## config.mk

```make
export PLATFORM = sky130hd
export DESIGN_NAME = lzs_cell
export DESIGN_NICKNAME = d
export VERILOG_FILES = /design/src/lzs_pkg.sv /design/src/lzs_cell.sv
export SDC_FILE = /design/constraint.sdc
export NUM_CORES = 1
export LEC_CHECK = 0
export ABC_AREA = 1
export BUFFER_PORTS_ARGS = -buffer_cell sky130_fd_sc_hd__buf_2
export CORE_MARGIN = 10
export CORE_UTILIZATION = 45
export CTS_CLUSTER_SIZE = 25
export DETAILED_ROUTE_END_ITERATION = 12
export PLACE_DENSITY_LB_ADDON = 0.2
export SYNTH_ARGS = -nofsm -noshare
export SYNTH_HDL_FRONTEND = slang
export SYNTH_SLANG_ARGS = --single-unit
```

## constraint.sdc

```tcl
create_clock -name clock -period 1.89 [get_ports clock]
set_clock_uncertainty 0.05 [all_clocks]
set_input_delay 0.0945 -clock clock [delete_from_list [all_inputs] [get_ports clock]]
set_output_delay 0.0945 -clock clock [all_outputs]
set_load 0.02 [all_outputs]
```

## src/lzs_pkg.sv

```systemverilog
// Shared types and constants for the layer z-order stack.
// No dependencies; used by lzs_cell, lzs_group and layer_zorder_stack_core.
`default_nettype none

package lzs_pkg;

   localparam int unsigned SLOT_W   = 8;   // slot field of a transaction
   localparam int unsigned HT_W     = 9;   // signed stacking height, -1 hidden
   localparam int unsigned RNG_W    = HT_W + 1; // shift bounds, room for top+1
   localparam int unsigned IDX_W    = 10;  // cell index, covers up to 1024 slots
   localparam int unsigned GRP_SIZE = 16;  // cells per reduction group

   localparam logic [HT_W-1:0] HT_HIDDEN = '1;

   typedef enum logic [1:0] {
      REQ_ALLOC = 2'd0,
      REQ_SET   = 2'd1,
      REQ_FREE  = 2'd2,
      REQ_NOP   = 2'd3
   } req_kind_type;

   // broadcast from the controller to every cell
   typedef struct packed {
      logic             apply;
      logic [IDX_W-1:0] slot;
      logic             shift_en;
      logic             shift_up;
      logic [RNG_W-1:0] lo;
      logic [RNG_W-1:0] hi;
      logic             tgt_en;
      logic [HT_W-1:0]  tgt_height;
      logic             use_set;
      logic             use_clr;
   } cell_cmd_type;

   // what one cell reports to its group
   typedef struct packed {
      logic            free;
      logic            hit_use;
      logic [HT_W-1:0] hit_height;
   } cell_stat_type;

   // registered summary of one group of cells
   typedef struct packed {
      logic             any_free;
      logic [IDX_W-1:0] free_idx;
      logic             hit_use;
      logic [HT_W-1:0]  hit_height;
   } grp_stat_type;

endpackage

`default_nettype wire

```

## src/lzs_cell.sv

```systemverilog
// One slot cell: in-use flag and stacking height of a single layer slot.
// Depends on lzs_pkg for the command and status structs.
`default_nettype none

module lzs_cell #(
   parameter int unsigned IDX = 0
) (
   input  wire                   clock,
   input  wire                   reset,
   input  lzs_pkg::cell_cmd_type cmd,
   output lzs_pkg::cell_stat_type stat
);

   logic                       use_ff, use_in;
   logic [lzs_pkg::HT_W-1:0]   ht_ff, ht_in;
   logic [lzs_pkg::RNG_W-1:0]  ht_wide;
   logic                       hit;
   logic                       in_range;

   assign hit      = (cmd.slot == lzs_pkg::IDX_W'(IDX));
   assign ht_wide  = {ht_ff[lzs_pkg::HT_W-1], ht_ff};
   assign in_range = ($signed(ht_wide) >= $signed(cmd.lo))
                  && ($signed(ht_wide) <= $signed(cmd.hi));

   always_comb begin
      use_in = use_ff;
      ht_in  = ht_ff;
      if (cmd.apply) begin
         // renumber entries between the old and new height
         if (cmd.shift_en && in_range) begin
            ht_in = cmd.shift_up ? ht_ff + lzs_pkg::HT_W'(1) : ht_ff - lzs_pkg::HT_W'(1);
         end
         if (hit && cmd.tgt_en) begin
            ht_in = cmd.tgt_height;
         end
         if (hit && cmd.use_set) begin
            use_in = 1'b1;
         end
         if (hit && cmd.use_clr) begin
            use_in = 1'b0;
         end
      end
   end

   always_ff @(posedge clock) begin
      if (reset) begin
         use_ff <= 1'b0;
         ht_ff  <= lzs_pkg::HT_HIDDEN;
      end else begin
         use_ff <= use_in;
         ht_ff  <= ht_in;
      end
   end

   assign stat.free       = ~use_ff;
   assign stat.hit_use    = hit & use_ff;
   assign stat.hit_height = hit ? ht_ff : '0;

endmodule

`default_nettype wire

```

==> reports/summary.md <==
Subtracting the final worst setup slack from the clock period gives 1840 ps. On the worst path, the slowest cell contributes a delay of 380 ps. The setup slack of the critical path after layout came out at 47.3 ps. The run gives 0 as the final-report setup violation count. The count of buffers added on input and output ports is 57. The type of the worst setup path is reg -> reg. Routability-driven placement finished with a final weighted congestion of 0.777. In the synthesized netlist, the cells that appear most often are sky130_fd_sc_hd__nand2_1 (69), sky130_fd_sc_hd__inv_1 (53), sky130_fd_sc_hd__nand3_1 (31). After Yosys synthesis, XOR and XNOR cells account for 1.10% of the synthesized area. Hold is met by 49.8 ps. Of the synthesized area, sequential elements account for 12.6%. The run gives 4 as the length of the first detailed-routing pass in iterations. The worst hold path passes through 3 cells.

Setup repair after global routing could not meet its margin everywhere. The tools report the core occupancy in the finished layout as 66.0%. Static timing analysis puts the maximum clock frequency at 0.543 GHz. Number of buffers on the longest clock path: 2. The ratio of final minimum period to clock period is 97.5%. For the final count of pins violating max slew, the log shows 0. The share of synthesized flip-flops with an asynchronous set or reset was 0%; the boundary pin count was 58.

The maximum VDD drop was 0.185 mV; the average instance area after synthesis was 6.13 um^2. For this run, the post-layout net count is 403. Among all flip-flop cells after synthesis, the most frequent one is sky130_fd_sc_hd__dfxtp_1.

The main combinational cell family by area after synthesis is simple AND/OR/NAND/NOR gates. When the netlist entered floorplanning its net count stood at 334. Walking the worst path, the cells encountered are ha_1 -> nand2_2 -> inv_2 -> a21oi_4 -> nand3_1 -> nand2_1 -> nand3_2 -> nand3_4 -> nand2_4 -> buf_6 -> nand3_1 -> nand3_1. The worst-skew pair later-pin latency was 250 ps; the buffering stage count on the worst path with inverters included was 2. Count of unique library cells instantiated by Yosys: 27.

The tools report the worst min-delay path startpoint as cmd[1]. Final-report hold violation count: 0. The flow ran to the end, and the final reports show no timing, DRC or antenna violations. Power spread over the standard cell area amounts to 387 nW/um^2.

Detailed routing inserted a total of 1779 vias. Overall power consumption after layout is estimated at 0.860 mW. The beginning of the worst register-to-register path was ht_ff[8]. Once placement finished, the instance area stood at 1960 um^2. Detailed placement finished with a half-perimeter wire length of 3700 um. For the number of design rule violations left after detail routing, the log shows 0. Capture instance of the worst register-to-register path: ht_ff[3].

The number of flops mapped to enable cells by yosys is 0. Cell area after synthesis: 1590 um^2. Measured against the total synthesized area, the mux share comes to 0%. The tools report the global-route congestion overflow total as 0. The post-route netlist has 37.1% of its cells at a drive strength greater than 1. Among the stages of the critical path, the cell type that occurs most often is sky130_fd_sc_hd__nand3_1.

Dividing the detail-routed wire length by the instance count gives 12.3 um. The share of the synthesized area in the top cell type is 21.3%. The tree is rooted in a sky130_fd_sc_hd__clkbuf_4. The clock input transition at the sequential cells of the worst setup and hold paths was 60 ps.

The type of the worst min-delay path is in -> reg. Summed over all layers, the routed wires come to 4590 um. The worst pin sits at a relative slew slack of 78.1%. The tools report the initial antenna violation count as 0. The category of cells accounting for the largest share of critical-path delay was simple AND/OR/NAND/NOR gates.

Before CTS, the worst setup slack after placement is -49.7 ps. The floorplan die height came out at 79.4 um. The transition time at the pin with the least slew margin is 328 ps, and the via count of the first global-routing pass is 1727.

The first-pass GRT wire length is 7170 um. During synthesis, Yosys emitted a total of 0 warnings. The quantity of hold-fixing buffers added after cts was 0; the total track usage was 13.3%. Dividing the detail-routed via count by the number of cells gives 4.78. The tree built by TritonCTS fans out to 10 sinks. The biggest area contributor in the post-synthesis netlist is sky130_fd_sc_hd__ha_1. The number of clock buffers added by TritonCTS is 3. The minimum setup slack among reg-to-reg paths was 50 ps; the number of logic stages on the critical path including buffering was 12. The run gives 21 as the placement row count. STA classifies the critical path endpoint as a flip-flop.

The area growth from synthesis to layout is 39.9%. The arithmetic-cell share of the synthesized area counting full adders, half adders and majority gates was 22.6%; the simple-gate area share of the yosys netlist was 42.5%. TritonCTS built the clock tree.

The cell with the largest stage delay on the worst path was sky130_fd_sc_hd__dfxtp_4. The destination of the worst hold path was use_ff. Data arrives at the worst endpoint at 1920 ps.

For this run, the number of standard cells in the final layout without fillers is 372. The cell count after synthesis came out at 259. In the post-synthesis netlist, the cell with the most instances is sky130_fd_sc_hd__nand2_1. The highest fanout seen on the critical path is 5. The floorplan step defined a die boundary enclosing 6300 um^2. STA puts the critical path data required time at 1970 ps. For this configuration, the core starts out at a cell density of 47.2%. The maximum number of pins on one net before global-route repair is 13, and the register bit count reported by yosys is 10.

The worst setup path is launched from a flip-flop. Compound-gate portion of the synthesized area: 6.31%. The die outline width was 79.4 um; the number of H-tree branching levels was 1. The repair_antennas step left the layout with diodes totalling 0.

In this run, the number of DRC markers left after iteration 0 of detailed routing was 74. By area the synthesized netlist is led by sky130_fd_sc_hd__ha_1 (21%), sky130_fd_sc_hd__nand2_1 (16%), sky130_fd_sc_hd__dfxtp_1 (13%). The core region is 3360 um^2.

Measured in cells, the most critical reg-to-reg path has a length of 12. The accumulated negative setup slack came out at 0 ps. The logs give 0 for the reported max-cap violation count and 0 for the residual antenna-violating net count after detailed routing. For the cell count after placement, the log shows 366.

The leakage component of the power is 1.33 nW, and the summed area of non-filler cells in the final layout is 2220 um^2.
==> worst reg2reg max path, stage by stage, from the launching register on <==
cell	delay [ps]
sky130_fd_sc_hd__dfxtp_4	380
sky130_fd_sc_hd__ha_1	290
sky130_fd_sc_hd__nand2_2	100
sky130_fd_sc_hd__inv_2	50
sky130_fd_sc_hd__a21oi_4	140
sky130_fd_sc_hd__nand3_1	90
sky130_fd_sc_hd__nand2_1	80
sky130_fd_sc_hd__nand3_2	80
sky130_fd_sc_hd__nand3_4	90
sky130_fd_sc_hd__nand2_4	90
sky130_fd_sc_hd__buf_6	130
sky130_fd_sc_hd__nand3_1	70
sky130_fd_sc_hd__nand3_1	80
==> placed cells by master, fill, tap and decap left out, types with 4 or more instances in the layout <==
master / synthesis / final
sky130_fd_sc_hd__a21oi_1: 7 / 4
sky130_fd_sc_hd__buf_2: 0 / 57
sky130_fd_sc_hd__buf_4: 0 / 8
sky130_fd_sc_hd__dfxtp_2: 0 / 4
sky130_fd_sc_hd__dfxtp_4: 0 / 4
sky130_fd_sc_hd__ha_1: 27 / 17
sky130_fd_sc_hd__ha_4: 0 / 10
sky130_fd_sc_hd__inv_1: 53 / 53
sky130_fd_sc_hd__inv_2: 4 / 4
sky130_fd_sc_hd__nand2_1: 69 / 65
sky130_fd_sc_hd__nand2_2: 4 / 9
sky130_fd_sc_hd__nand3_1: 31 / 29
sky130_fd_sc_hd__nand3_2: 4 / 5
sky130_fd_sc_hd__nand4_1: 7 / 7
sky130_fd_sc_hd__nor2_1: 17 / 15
==> cell families after synthesis <==
| logic type | after synthesis |
|---|---|
| flip-flops | 10 |
| AO/OA/AOI/OAI | 17 |
| buffers and inverters | 61 |
| AND/OR/NAND/NOR | 141 |
| XOR/XNOR | 2 |
| adder cells (fa/ha/maj) | 28 |
==> report_power, final <==
part / internal, mW / switching (mW) / total [mW] / leakage [nW]
Clock: 0.0732 / 0.0647 / 0.138 / 0.0138
Combinational: 0.217 / 0.260 / 0.477 / 1.24
Sequential: 0.222 / 0.0223 / 0.245 / 0.0793
==> repair_timing <==
item | in CTS | in global routing
resized for setup | 2 | 36
gates cloned | 0 | 1
setup buffers | 0 | 2
pin swaps | 0 | 16
endpoints found under the setup margin | 9 | 9
==> worst max path at each step <==
| stage | start | end | slack, ps |
|---|---|---|---|
| floorplan | ht_ff[8] | ht_ff[8] | 130 |
| global placement | ht_ff[8] | ht_ff[1] | -10 |
| detailed placement | ht_ff[8] | ht_ff[3] | -50 |
| CTS | ht_ff[8] | ht_ff[3] | 20 |
| global route | ht_ff[6] | ht_ff[3] | -50 |
| finish | ht_ff[8] | ht_ff[3] | 50 |
==> flip-flops by register name, indices dropped and copies added (netlist names) <==
register / flops
ht_ff: 9
use_ff: 1
==> final cells by class <==
type                       instances  area, um^2
sequential                        10         220
inverter                          58         218
timing repair buffer              66         357
tap                               46        57.6
multi-input combinational        189        1350
fill                             333        1140
clock buffer                       3        22.5
==> layer usage <==
layer / wire [um] / part of all wire, % / global-route usage (%) / vias up
li1: - / - / - / 955
met1: 1990 / 43 / 15.0 / 778
met2: 2350 / 51 / 24.3 / 42
met3: 191 / 4.2 / 1.91 / 4
met4: 56 / 1.2 / 5.38 / 0
met5: 0 / 0 / 0 / -
Power figures use the tool's default switching activity.
