<file path="src/lzs_pkg.sv">
// Shared types and constants for the layer z-order stack.
// No dependencies; used by lzs_cell, lzs_group and layer_zorder_stack_core.
`default_nettype none

package lzs_pkg;

   localparam int unsigned SLOT_W   = 8;   // slot field of a transaction
   localparam int unsigned HT_W     = 9;   // signed stacking height, -1 hidden
   localparam int unsigned RNG_W    = HT_W + 1; // shift bounds, room for top+1
   localparam int unsigned IDX_W    = 10;  // cell index, covers up to 1024 slots
   localparam int unsigned GRP_SIZE = 16;  // cells per reduction group

   localparam logic [HT_W-1:0] HT_HIDDEN = '1;

   typedef enum logic [1:0] {
      REQ_ALLOC = 2'd0,
      REQ_SET   = 2'd1,
      REQ_FREE  = 2'd2,
      REQ_NOP   = 2'd3
   } req_kind_type;

   // broadcast from the controller to every cell
   typedef struct packed {
      logic             apply;
      logic [IDX_W-1:0] slot;
      logic             shift_en;
      logic             shift_up;
      logic [RNG_W-1:0] lo;
      logic [RNG_W-1:0] hi;
      logic             tgt_en;
      logic [HT_W-1:0]  tgt_height;
      logic             use_set;
      logic             use_clr;
   } cell_cmd_type;

   // what one cell reports to its group
   typedef struct packed {
      logic            free;
      logic            hit_use;
      logic [HT_W-1:0] hit_height;
   } cell_stat_type;

   // registered summary of one group of cells
   typedef struct packed {
      logic             any_free;
      logic [IDX_W-1:0] free_idx;
      logic             hit_use;
      logic [HT_W-1:0]  hit_height;
   } grp_stat_type;

endpackage

`default_nettype wire

</file>
<file path="src/lzs_group.sv">
// Registered reduction over one group of slot cells: lowest free slot and
// the state of the addressed slot. Depends on lzs_pkg.
`default_nettype none

module lzs_group #(
   parameter int unsigned BASE = 0
) (
   input  wire                                                clock,
   input  lzs_pkg::cell_stat_type [lzs_pkg::GRP_SIZE-1:0]     stat,
   output lzs_pkg::grp_stat_type                              grp
);

   lzs_pkg::grp_stat_type grp_ff, grp_in;

   always_comb begin
      grp_in = '0;
      // lowest index wins: scan downwards
      for (int k = lzs_pkg::GRP_SIZE - 1; k >= 0; k--) begin
         if (stat[k].free) begin
            grp_in.any_free = 1'b1;
            grp_in.free_idx = lzs_pkg::IDX_W'(BASE + k);
         end
      end
      for (int k = 0; k < lzs_pkg::GRP_SIZE; k++) begin
         grp_in.hit_use    = grp_in.hit_use | stat[k].hit_use;
         grp_in.hit_height = grp_in.hit_height | stat[k].hit_height;
      end
   end

   always_ff @(posedge clock) begin
      grp_ff <= grp_in;
   end

   assign grp = grp_ff;

endmodule

`default_nettype wire

</file>
<file path="config.mk">
export PLATFORM = sky130hd
export DESIGN_NAME = lzs_group
export DESIGN_NICKNAME = d
export VERILOG_FILES = /design/src/lzs_pkg.sv /design/src/lzs_group.sv
export SDC_FILE = /design/constraint.sdc
export NUM_CORES = 1
export LEC_CHECK = 0
export BUFFER_PORTS_ARGS = -buffer_cell sky130_fd_sc_hd__buf_2
export CAP_MARGIN = 5
export CORE_AREA = 2 2 77 79
export DETAILED_ROUTE_END_ITERATION = 16
export DIE_AREA = 0 0 79 81
export PLACE_DENSITY = 0.58
export SYNTH_ARGS = -nofsm -noshare
export SYNTH_HDL_FRONTEND = slang
export SYNTH_SLANG_ARGS = --single-unit
</file>
<file path="constraint.sdc">
create_clock -name clock -period 0.8 [get_ports clock]
set_clock_uncertainty 0.1 [all_clocks]
set_input_delay 0.04 -clock clock [delete_from_list [all_inputs] [get_ports clock]]
set_output_delay 0.04 -clock clock [all_outputs]
set_load 0.005 [all_outputs]
</file>
==> results of run 1 <==
-- placed cells by master, fill, tap and decap left out, types with 2 or more instances in the layout --
master,count
sky130_fd_sc_hd__inv_1,2
sky130_fd_sc_hd__a21oi_1,4
sky130_fd_sc_hd__dfxtp_2,2
sky130_fd_sc_hd__nor3_1,2
sky130_fd_sc_hd__nand4_1,11
sky130_fd_sc_hd__nor4_1,40
sky130_fd_sc_hd__buf_4,3
sky130_fd_sc_hd__conb_1,6
sky130_fd_sc_hd__buf_6,2
sky130_fd_sc_hd__dfxtp_1,13
sky130_fd_sc_hd__o21ai_0,2
sky130_fd_sc_hd__nor2_1,8
sky130_fd_sc_hd__clkbuf_8,3
sky130_fd_sc_hd__nand2_1,5
sky130_fd_sc_hd__buf_2,189
-- cell families after synthesis --
| family | after synthesis | share of synthesized area, % |
|---|---|---|
| buffers and inverters | 9 | 6.68 |
| DFF | 15 | 35.6 |
| and+or+nand+nor | 70 | 50.1 |
| other | 1 | 0.445 |
| AOI/OAI and AO/OA | 10 | 7.12 |
-- how the worst max path moves through the flow --
stage | end | slack (ps) | depth (start not counted)
final | grp[7] | -20 | 1
after CTS | grp[7] | -40 | 1
after floorplan | grp[20] | 70 | 4
after detailed placement | grp[20] | -90 | 5
after global routing | grp[7] | -60 | 1
after global placement | grp[20] | -90 | 5
-- metrics by stage --
stage / area (sq um) / hold WS [ps] / setup WS, ps / utilization (%)
2_1_floorplan: 862 / 34.3 / 73.0 / -
3_3_place_gp: 1890 / 136 / -89.5 / 33.3
3_5_place_dp: 1890 / 140 / -88.6 / 33.3
4_1_cts: 1940 / -138 / -38.1 / 34.1
5_1_grt: 1960 / -129 / -55.5 / 34.5
6_report: 1960 / -127 / -19.6 / 34.5
-- routing by layer --
| layer | part of all wire [%] | track usage, % |
|---|---|---|
| met1 | 38 | 14.4 |
| met2 | 50 | 23.8 |
| met3 | 10 | 4.89 |
| met4 | 1.4 | 3.62 |
| met5 | 0 | 0 |
-- power breakdown --
group          internal (mW)  leakage, nW  switching (mW)
Sequential             0.755        0.121         0.00153
Combinational          0.362        0.863           0.201
Clock                  0.353       0.0228           0.295
Total                   1.47         1.01           0.498
-- area by class of cell --
type	instances	area, sq um
Fill cell	629	3720
Timing Repair Buffer	195	1000
Multi-Input combinational cell	86	505
Sequential cell	15	303
Tap cell	75	93.8
Clock buffer	4	45.0
Inverter	3	11.3
-- timing repair --
action,CTS,global route
endpoints found under the hold margin,13,12
buffers inserted,0,0
resized for setup,1,3
endpoints found under the setup margin,15,15
==> flow_summary.toml, run 1 <==
[status]
outcome = "finished, violations left"
failed_checks = "hold timing, setup timing"

[worst_setup_path]
worstSetupEndpointType = "output pin"
critical-path-top-delay-family = "flip-flops"
cp_startpoint_kind = "register"
critPathMaxStageDelay_ps = 320
critical_path_buf_inv_count = 1
critPathArrivalTime_ps = 680
slowest_stage = "sky130_fd_sc_hd__dfxtp_2"
crit_fanout = 1
crit_required_ps = 660
worst_setup_path_startpoint = "grp[7]"
path_class = "reg -> out"
worstPathCellList = "buf_6"

[placed_design]
routabilityCongestion = 0.805
place_hpwl_mm = 4.02
io_buffer_count = 191
dp.cells = 373

[drt]
firstDrtPassIters = 4
vias_per_cell = 4.18
drt_first_iter_violations = 24
drt.antenna.violating_nets = 0
routed_wirelength_mm = 4.35
routed_vias = 1579
routed_wire_length_per_instance_microns = 11.5
drt_drc_violations_left = 0

[die]
start_util_pct = 14.9
die_height_microns = 81
floorplan.die.width_microns = 79
fp-row-count = 28
top_level_ports = 198
design.die.area_sq_mm = 0.00640
placeableCoreArea_sq_mm = 0.00568

[logic_synthesis]
synthMostInstantiatedCell = "sky130_fd_sc_hd__nor4_1"
ys.flop_type = "sky130_fd_sc_hd__dfxtp_1"
synth-edff-count = 0
yosysWarnings = 0
syn-instance-count = 105
asyncSetResetFlopFracSynth_pct = 0
yosys_top_cell_by_area = "sky130_fd_sc_hd__dfxtp_1"
ys_seq_elements = 15
netlist_area_sq_um = 843
synth.top_cell.area_share_pct = 35.6
synth.avg_cell_area_sq_um = 8.03
synth_cell_type_count = 20
sequential_fraction_of_the_synthesis_area_pct = 35.6
synthTopCellsByArea = "sky130_fd_sc_hd__dfxtp_1, sky130_fd_sc_hd__nor4_1, sky130_fd_sc_hd__nand4_1, sky130_fd_sc_hd__buf_4, sky130_fd_sc_hd__nor2_1"
yosys-top-cells-count = "sky130_fd_sc_hd__nor4_1, sky130_fd_sc_hd__dfxtp_1, sky130_fd_sc_hd__nand4_1"

[hold_path]
whs_path_cells = 3
worstHoldPathType = "in -> reg"
worstHoldStart = "stat[29]"
worstHoldEndpoint = "grp[7]"

[power]
vdd_drop_max_uv = 475
power.static_leakage_nw = 1.01
cellPowerDensity_mw_per_mm2 = 1000
power.total_mw = 1.97

[global_route]
grt-ovfl-total = 0
grt_pass1_vias = 1490
grt_pass1_wl_mm = 6.50
maximum_number_of_pins_on_one_net_before_global_route_repair = 9
antenna_violations_before_repair = 0
grt.total_usage_pct = 13.1

[clock_tree]
worst_setup_hold_path_clk_slew_ps = 70
clock_sinks = 15
cts_root_buffer = "sky130_fd_sc_hd__clkbuf_8"
cts_tree = "yes"
cts_max_path_buffers = 2
cts_buffers = 3
ctsHtreeMaxLevel = 1

[timing]
period_share_pct = 102
final.setup.worst_slack_ps = -19.6
timing.final.hold_violations = 13
tns_ps = -78.3
maxSlewViolCount = 0
period_needed_ps = 820
fmaxAchievable_mhz = 1220
rsz0062_at_grt = "yes"
setup_viol = 9
finalHoldWorstSlack_ps = -127

[layout]
layout-drive-gt1-share_pct = 66.3
final-instance-count-excl-fill = 378
largest_register_ffs = 15
flow.area_growth_from_synthesis_pct = 132
final_nets = 481
antenna_diode_instance_count = 0

[run]
drv.max_cap_violation_count = 0
No activity file was read; power rests on OpenSTA's default activity.
==> run 2, diff against run 1 <==
--- a/config.mk
+++ b/config.mk
@@ -10,7 +10,7 @@
 export CORE_AREA = 2 2 77 79
 export DETAILED_ROUTE_END_ITERATION = 16
 export DIE_AREA = 0 0 79 81
-export PLACE_DENSITY = 0.58
+export PLACE_DENSITY = 0.63
 export SYNTH_ARGS = -nofsm -noshare
 export SYNTH_HDL_FRONTEND = slang
 export SYNTH_SLANG_ARGS = --single-unit
==> run 2 against run 1 <==
  * The run still ends with hold timing, setup timing left
  * Non-clock buffer count increased by 2
  * Global-route usage fell by 0.56 points
  * Sequential share of layout area barely moved
  * Highest routed layer unchanged
  * Flip-flop and latch count is the same
  * First-iteration DRC count down 63%
  * Core utilization grew 0.24 points
  * Setup slack gained 3.6 ps
  * Critical path type unchanged
==> flow_summary.toml, run 2 (synthesis results as in run 1) <==
[layout]
fin_area_sq_mm = 0.00197
antenna_diode_instance_count = 0
layout-drive-gt1-share_pct = 67.2
layout.cells.most_common_list = "sky130_fd_sc_hd__buf_2, sky130_fd_sc_hd__nor4_1, sky130_fd_sc_hd__dfxtp_1"
largest_register_ffs = 15
final_nets = 483
layout_commonest_cell = "sky130_fd_sc_hd__buf_2"
filler_cell_count = 638
flow.area_growth_from_synthesis_pct = 134

[timing]
timing.final.hold_violations = 13
period_share_pct = 102
rsz0062_at_grt = "yes"
period_needed_ps = 816
tns_ps = -68.7
final.setup.worst_slack_ps = -16.0
fmaxAchievable_mhz = 1230
maxSlewViolCount = 0
setup_viol = 9
finalHoldWorstSlack_ps = -119

[clock_tree]
cts_tree = "yes"
cts_max_path_buffers = 2
ctsHtreeMaxLevel = 1
post_cts_buffers = 0
cts_buffers = 3
cts_root_buffer = "sky130_fd_sc_hd__clkbuf_8"
clock_sinks = 15
worst_setup_hold_path_clk_slew_ps = 70

[placed_design]
routabilityCongestion = 0.776
placedInstanceArea_sq_mm = 0.00191
io_buffer_count = 191
place_hpwl_mm = 3.99

[die]
placeableCoreArea_sq_mm = 0.00568
top_level_ports = 198
floorplan.die.width_microns = 79
die_height_microns = 81
fp-row-count = 28
design.die.area_sq_mm = 0.00640
start_util_pct = 14.9

[worst_setup_path]
worstPathCellList = "buf_6"
worstSetupPathDepth = 1
critPathArrivalTime_ps = 680
slowest_stage = "sky130_fd_sc_hd__dfxtp_2"
worst_setup_path_startpoint = "grp[13]"
cp_startpoint_kind = "register"
critical_path_buf_inv_count = 1
worstSetupEndpointType = "output pin"
crit_required_ps = 660
crit_fanout = 1
critPathMaxStageDelay_ps = 320
path_class = "reg -> out"
critical-path-top-delay-family = "flip-flops"
timing.critical_path.to = "grp[13]"

[power]
power.total_mw = 1.96
cellPowerDensity_mw_per_mm2 = 996
power.static_leakage_nw = 1.02
vdd_drop_max_uv = 385

[drt]
drt_drc_violations_left = 0
vias_per_cell = 4.30
drt.antenna.violating_nets = 0
routed_vias = 1635
firstDrtPassIters = 2
routed_wire_length_per_instance_microns = 11.3
routed_wirelength_mm = 4.30
drt_first_iter_violations = 9

[status]
outcome = "finished, violations left"
failed_checks = "hold timing, setup timing"

[hold_path]
whs_path_cells = 3
worstHoldPathType = "in -> reg"

[global_route]
grtUsageMet3_pct = 3.33
grt_pass1_vias = 1573
grt-ovfl-total = 0
grt.total_usage_pct = 12.6
grt_pass1_wl_mm = 6.22
gr-usage-met2_pct = 25.0
grt_most_used_layer = "met2"
antenna_violations_before_repair = 0
maximum_number_of_pins_on_one_net_before_global_route_repair = 9
global_route.usage.met1_pct = 11.9

[run]
drv.max_cap_violation_count = 0
run 2: where the power goes:
group	leakage (nW)	internal (mW)	switching [mW]
Combinational	0.871	0.365	0.205
Sequential	0.122	0.756	0.00223
Clock	0.0228	0.353	0.283
Total	1.02	1.47	0.491
run 2: how the worst min path moves through the flow:
stage                         start  endpoint
after floorplan            stat[10]   grp[10]
after global placement     stat[29]    grp[7]
after detailed placement  stat[171]    grp[6]
after CTS                 stat[165]    grp[0]
after global routing      stat[171]    grp[6]
final                     stat[165]    grp[0]
run 2: per-layer routing:
metal / wire (microns) / vias to the layer above
li1: - / 821
met5: 0 / -
met2: 2140 / 120
met3: 564 / 4
met1: 1530 / 690
met4: 62 / 0
run 2: final cells by class:
class	instances	area, sq um	share of cell area, %
repair buffers	197	1010	51.4
flip-flops and latches	15	304	15.4
clock buffers	4	45.0	2.28
inverters	3	11.3	0.571
well taps	75	93.8	4.76
multi-input cells	86	505	25.6
run 2: repair_timing:
item | in CTS | in global routing
resized for setup | 2 | 3
endpoints found under the hold margin | 13 | 13
setup endpoints to repair | 15 | 15
run 2: per-stage QoR:
step	utilization, %	instances	setup WS [ps]
2_1_floorplan	-	110	73.0
3_3_place_gp	33.7	376	-102
3_5_place_dp	33.7	376	-115
4_1_cts	34.6	380	-32.9
5_1_grt	34.8	380	-53.9
6_report	34.8	380	-16.0
==> run 3, diff against run 2 <==
--- a/config.mk
+++ b/config.mk
@@ -5,12 +5,13 @@
 export SDC_FILE = /design/constraint.sdc
 export NUM_CORES = 1
 export LEC_CHECK = 0
+export ABC_AREA = 1
 export BUFFER_PORTS_ARGS = -buffer_cell sky130_fd_sc_hd__buf_2
 export CAP_MARGIN = 5
 export CORE_AREA = 2 2 77 79
 export DETAILED_ROUTE_END_ITERATION = 16
 export DIE_AREA = 0 0 79 81
-export PLACE_DENSITY = 0.63
+export PLACE_DENSITY = 0.64
 export SYNTH_ARGS = -nofsm -noshare
 export SYNTH_HDL_FRONTEND = slang
 export SYNTH_SLANG_ARGS = --single-unit
==> run 3 against run 2 <==
  * Sequential power about the same
  * Critical endpoint is now grp[2]
  * Hold slack worse by 3.0 ps
  * Clock power rose by 5.0%
  * Via count is 2.3% higher
  * Core utilization increased by 1.5 points
  * Routed wire length increased by 1.8%
  * Fmax decreased by 0.76%
  * The flow still finishes with violations (hold timing, setup timing)
  * Critical path depth unchanged
==> flow_summary.toml, run 3 <==
[timing]
finalHoldWorstSlack_ps = -122
timing.final.hold_violations = 15
final.setup.worst_slack_ps = -22.3
period_needed_ps = 822
maxSlewViolCount = 0
tns_ps = -163
fmaxAchievable_mhz = 1220
period_share_pct = 103
rsz0062_at_grt = "yes"
setup_viol = 16

[logic_synthesis]
ys_seq_elements = 15
synth.avg_cell_area_sq_um = 7.28
synthTopCellsByArea = "sky130_fd_sc_hd__dfxtp_1, sky130_fd_sc_hd__nor4_1, sky130_fd_sc_hd__nand4_1, sky130_fd_sc_hd__inv_1, sky130_fd_sc_hd__nand2_1"
synth-edff-count = 0
synthMostInstantiatedCell = "sky130_fd_sc_hd__nor4_1"
asyncSetResetFlopFracSynth_pct = 0
syn-instance-count = 120
synth.top_cell.area_share_pct = 34.4
sequential_fraction_of_the_synthesis_area_pct = 34.4
yosys-top-cells-count = "sky130_fd_sc_hd__nor4_1, sky130_fd_sc_hd__inv_1, sky130_fd_sc_hd__dfxtp_1, sky130_fd_sc_hd__nand2_1, sky130_fd_sc_hd__nand4_1"
yosys_top_cell_by_area = "sky130_fd_sc_hd__dfxtp_1"
ys.flop_type = "sky130_fd_sc_hd__dfxtp_1"
netlist_area_sq_um = 873
synth_cell_type_count = 15
yosysWarnings = 0

[worst_setup_path]
crit_required_ps = 660
crit_fanout = 1
critPathMaxStageDelay_ps = 320
worstSetupEndpointType = "output pin"
worstPathCellList = "buf_6"
critical_path_buf_inv_count = 1
critPathArrivalTime_ps = 680
cp_startpoint_kind = "register"
slowest_stage = "sky130_fd_sc_hd__dfxtp_2"
critical-path-top-delay-family = "flip-flops"
path_class = "reg -> out"

[die]
top_level_ports = 198
floorplan.die.width_microns = 79
die_height_microns = 81
fp-row-count = 28
placeableCoreArea_sq_mm = 0.00568
design.die.area_sq_mm = 0.00640
start_util_pct = 15.4

[placed_design]
worst_setup_slack_before_clock_tree_synthesis_ps = -286
routabilityCongestion = 0.796
place_hpwl_mm = 3.90
io_buffer_count = 191

[layout]
layout_commonest_cell = "sky130_fd_sc_hd__buf_2"
layout.cells.most_common_list = "sky130_fd_sc_hd__buf_2, sky130_fd_sc_hd__nor4_1, sky130_fd_sc_hd__inv_1, sky130_fd_sc_hd__nand2_1, sky130_fd_sc_hd__nand4_1"
filler_cell_count = 620
antenna_diode_instance_count = 0
final_nets = 498
utilization_pct = 36.2
largest_register_ffs = 15
flow.area_growth_from_synthesis_pct = 135
layout-drive-gt1-share_pct = 66.9

[global_route]
grt_pass1_vias = 1511
grt_pass1_wl_mm = 6.33
antenna_violations_before_repair = 0
grt.total_usage_pct = 12.2
maximum_number_of_pins_on_one_net_before_global_route_repair = 10
grt-ovfl-total = 0

[power]
cellPowerDensity_mw_per_mm2 = 987
power.total_mw = 2.03
power.static_leakage_nw = 1.11
vdd_drop_max_uv = 755

[status]
outcome = "finished, violations left"
failed_checks = "hold timing, setup timing"

[clock_tree]
cts_max_path_buffers = 2
clock_sinks = 15
cts_root_buffer = "sky130_fd_sc_hd__clkbuf_8"
cts_buffers = 3
ctsHtreeMaxLevel = 1
cts_tree = "yes"
worst_setup_hold_path_clk_slew_ps = 70

[drt]
drt_first_iter_violations = 14
drt.antenna.violating_nets = 0
routed_wirelength_mm = 4.38
routed_vias = 1672
routed_wire_length_per_instance_microns = 11.1
vias_per_cell = 4.23
firstDrtPassIters = 4
drt_drc_violations_left = 0

[run]
drv.max_cap_violation_count = 0

[hold_path]
worstHoldPathType = "in -> reg"
==> run 3: power by group <==
part | internal, mW | leakage (nW) | switching, mW | total (mW)
clock | 0.346 | 0.0255 | 0.322 | 0.668
combinational | 0.384 | 0.960 | 0.219 | 0.603
sequential | 0.755 | 0.121 | 0.00234 | 0.757
total | 1.48 | 1.11 | 0.543 | 2.03
==> run 3: metrics by stage <==
stage | hold WS, ps | cells | cell area, sq um
2_1_floorplan | 2.44 | 125 | 898
3_3_place_gp | 140 | 390 | 1940
3_5_place_dp | 138 | 390 | 1940
4_1_cts | -133 | 395 | 2000
5_1_grt | -118 | 395 | 2060
6_report | -122 | 395 | 2060
==> run 3: final timing paths <==
| kind | from | to | cells past startpoint | slack [ps] |
|---|---|---|---|---|
| worst min-delay path | stat[74] | grp[8] | 3 | -120 |
| worst max-delay path | grp[2] | grp[2] | 1 | -20 |
==> run 3: what timing repair did <==
| item | CTS | global route |
|---|---|---|
| hold buffers | 1 | 1 |
| setup endpoints to repair | 17 | 19 |
| cloned | 0 | 0 |
| hold endpoints to repair | 15 | 14 |
| pin swaps | 2 | 4 |
| setup buffers | 0 | 0 |
| gates resized for setup | 3 | 14 |
==> run 3: kinds of logic (layout without fill, tap and decap cells) <==
family                 after synthesis  after routing  share of synthesized area [%]
buffers and inverters               22            217                           12.0
DFF                                 15             15                           34.4
other                                1              6                          0.429
AOI/OAI and AO/OA                    5              5                           3.72
and+or+nand+nor                     77             77                           49.4
==> run 3: metal layers <==
layer / track usage [%] / vias up / wire length (microns)
met5: 0 / - / 0
li1: - / 845 / -
met3: 3.22 / 8 / 354
met1: 14.4 / 729 / 1720
met4: 2.59 / 0 / 51
met2: 22.5 / 90 / 2250
==> run 3: area by class of cell <==
type                            instances  area [sq um]  share of cell area, %
Timing Repair Buffer                  197          1030                   50.3
Sequential cell                        15           307                   14.9
Inverter                               16          60.1                   2.92
Clock inverter                          1          5.00                  0.243
Tap cell                               75          93.8                   4.56
Multi-Input combinational cell         88           514                   25.0
Clock buffer                            3          41.3                   2.01
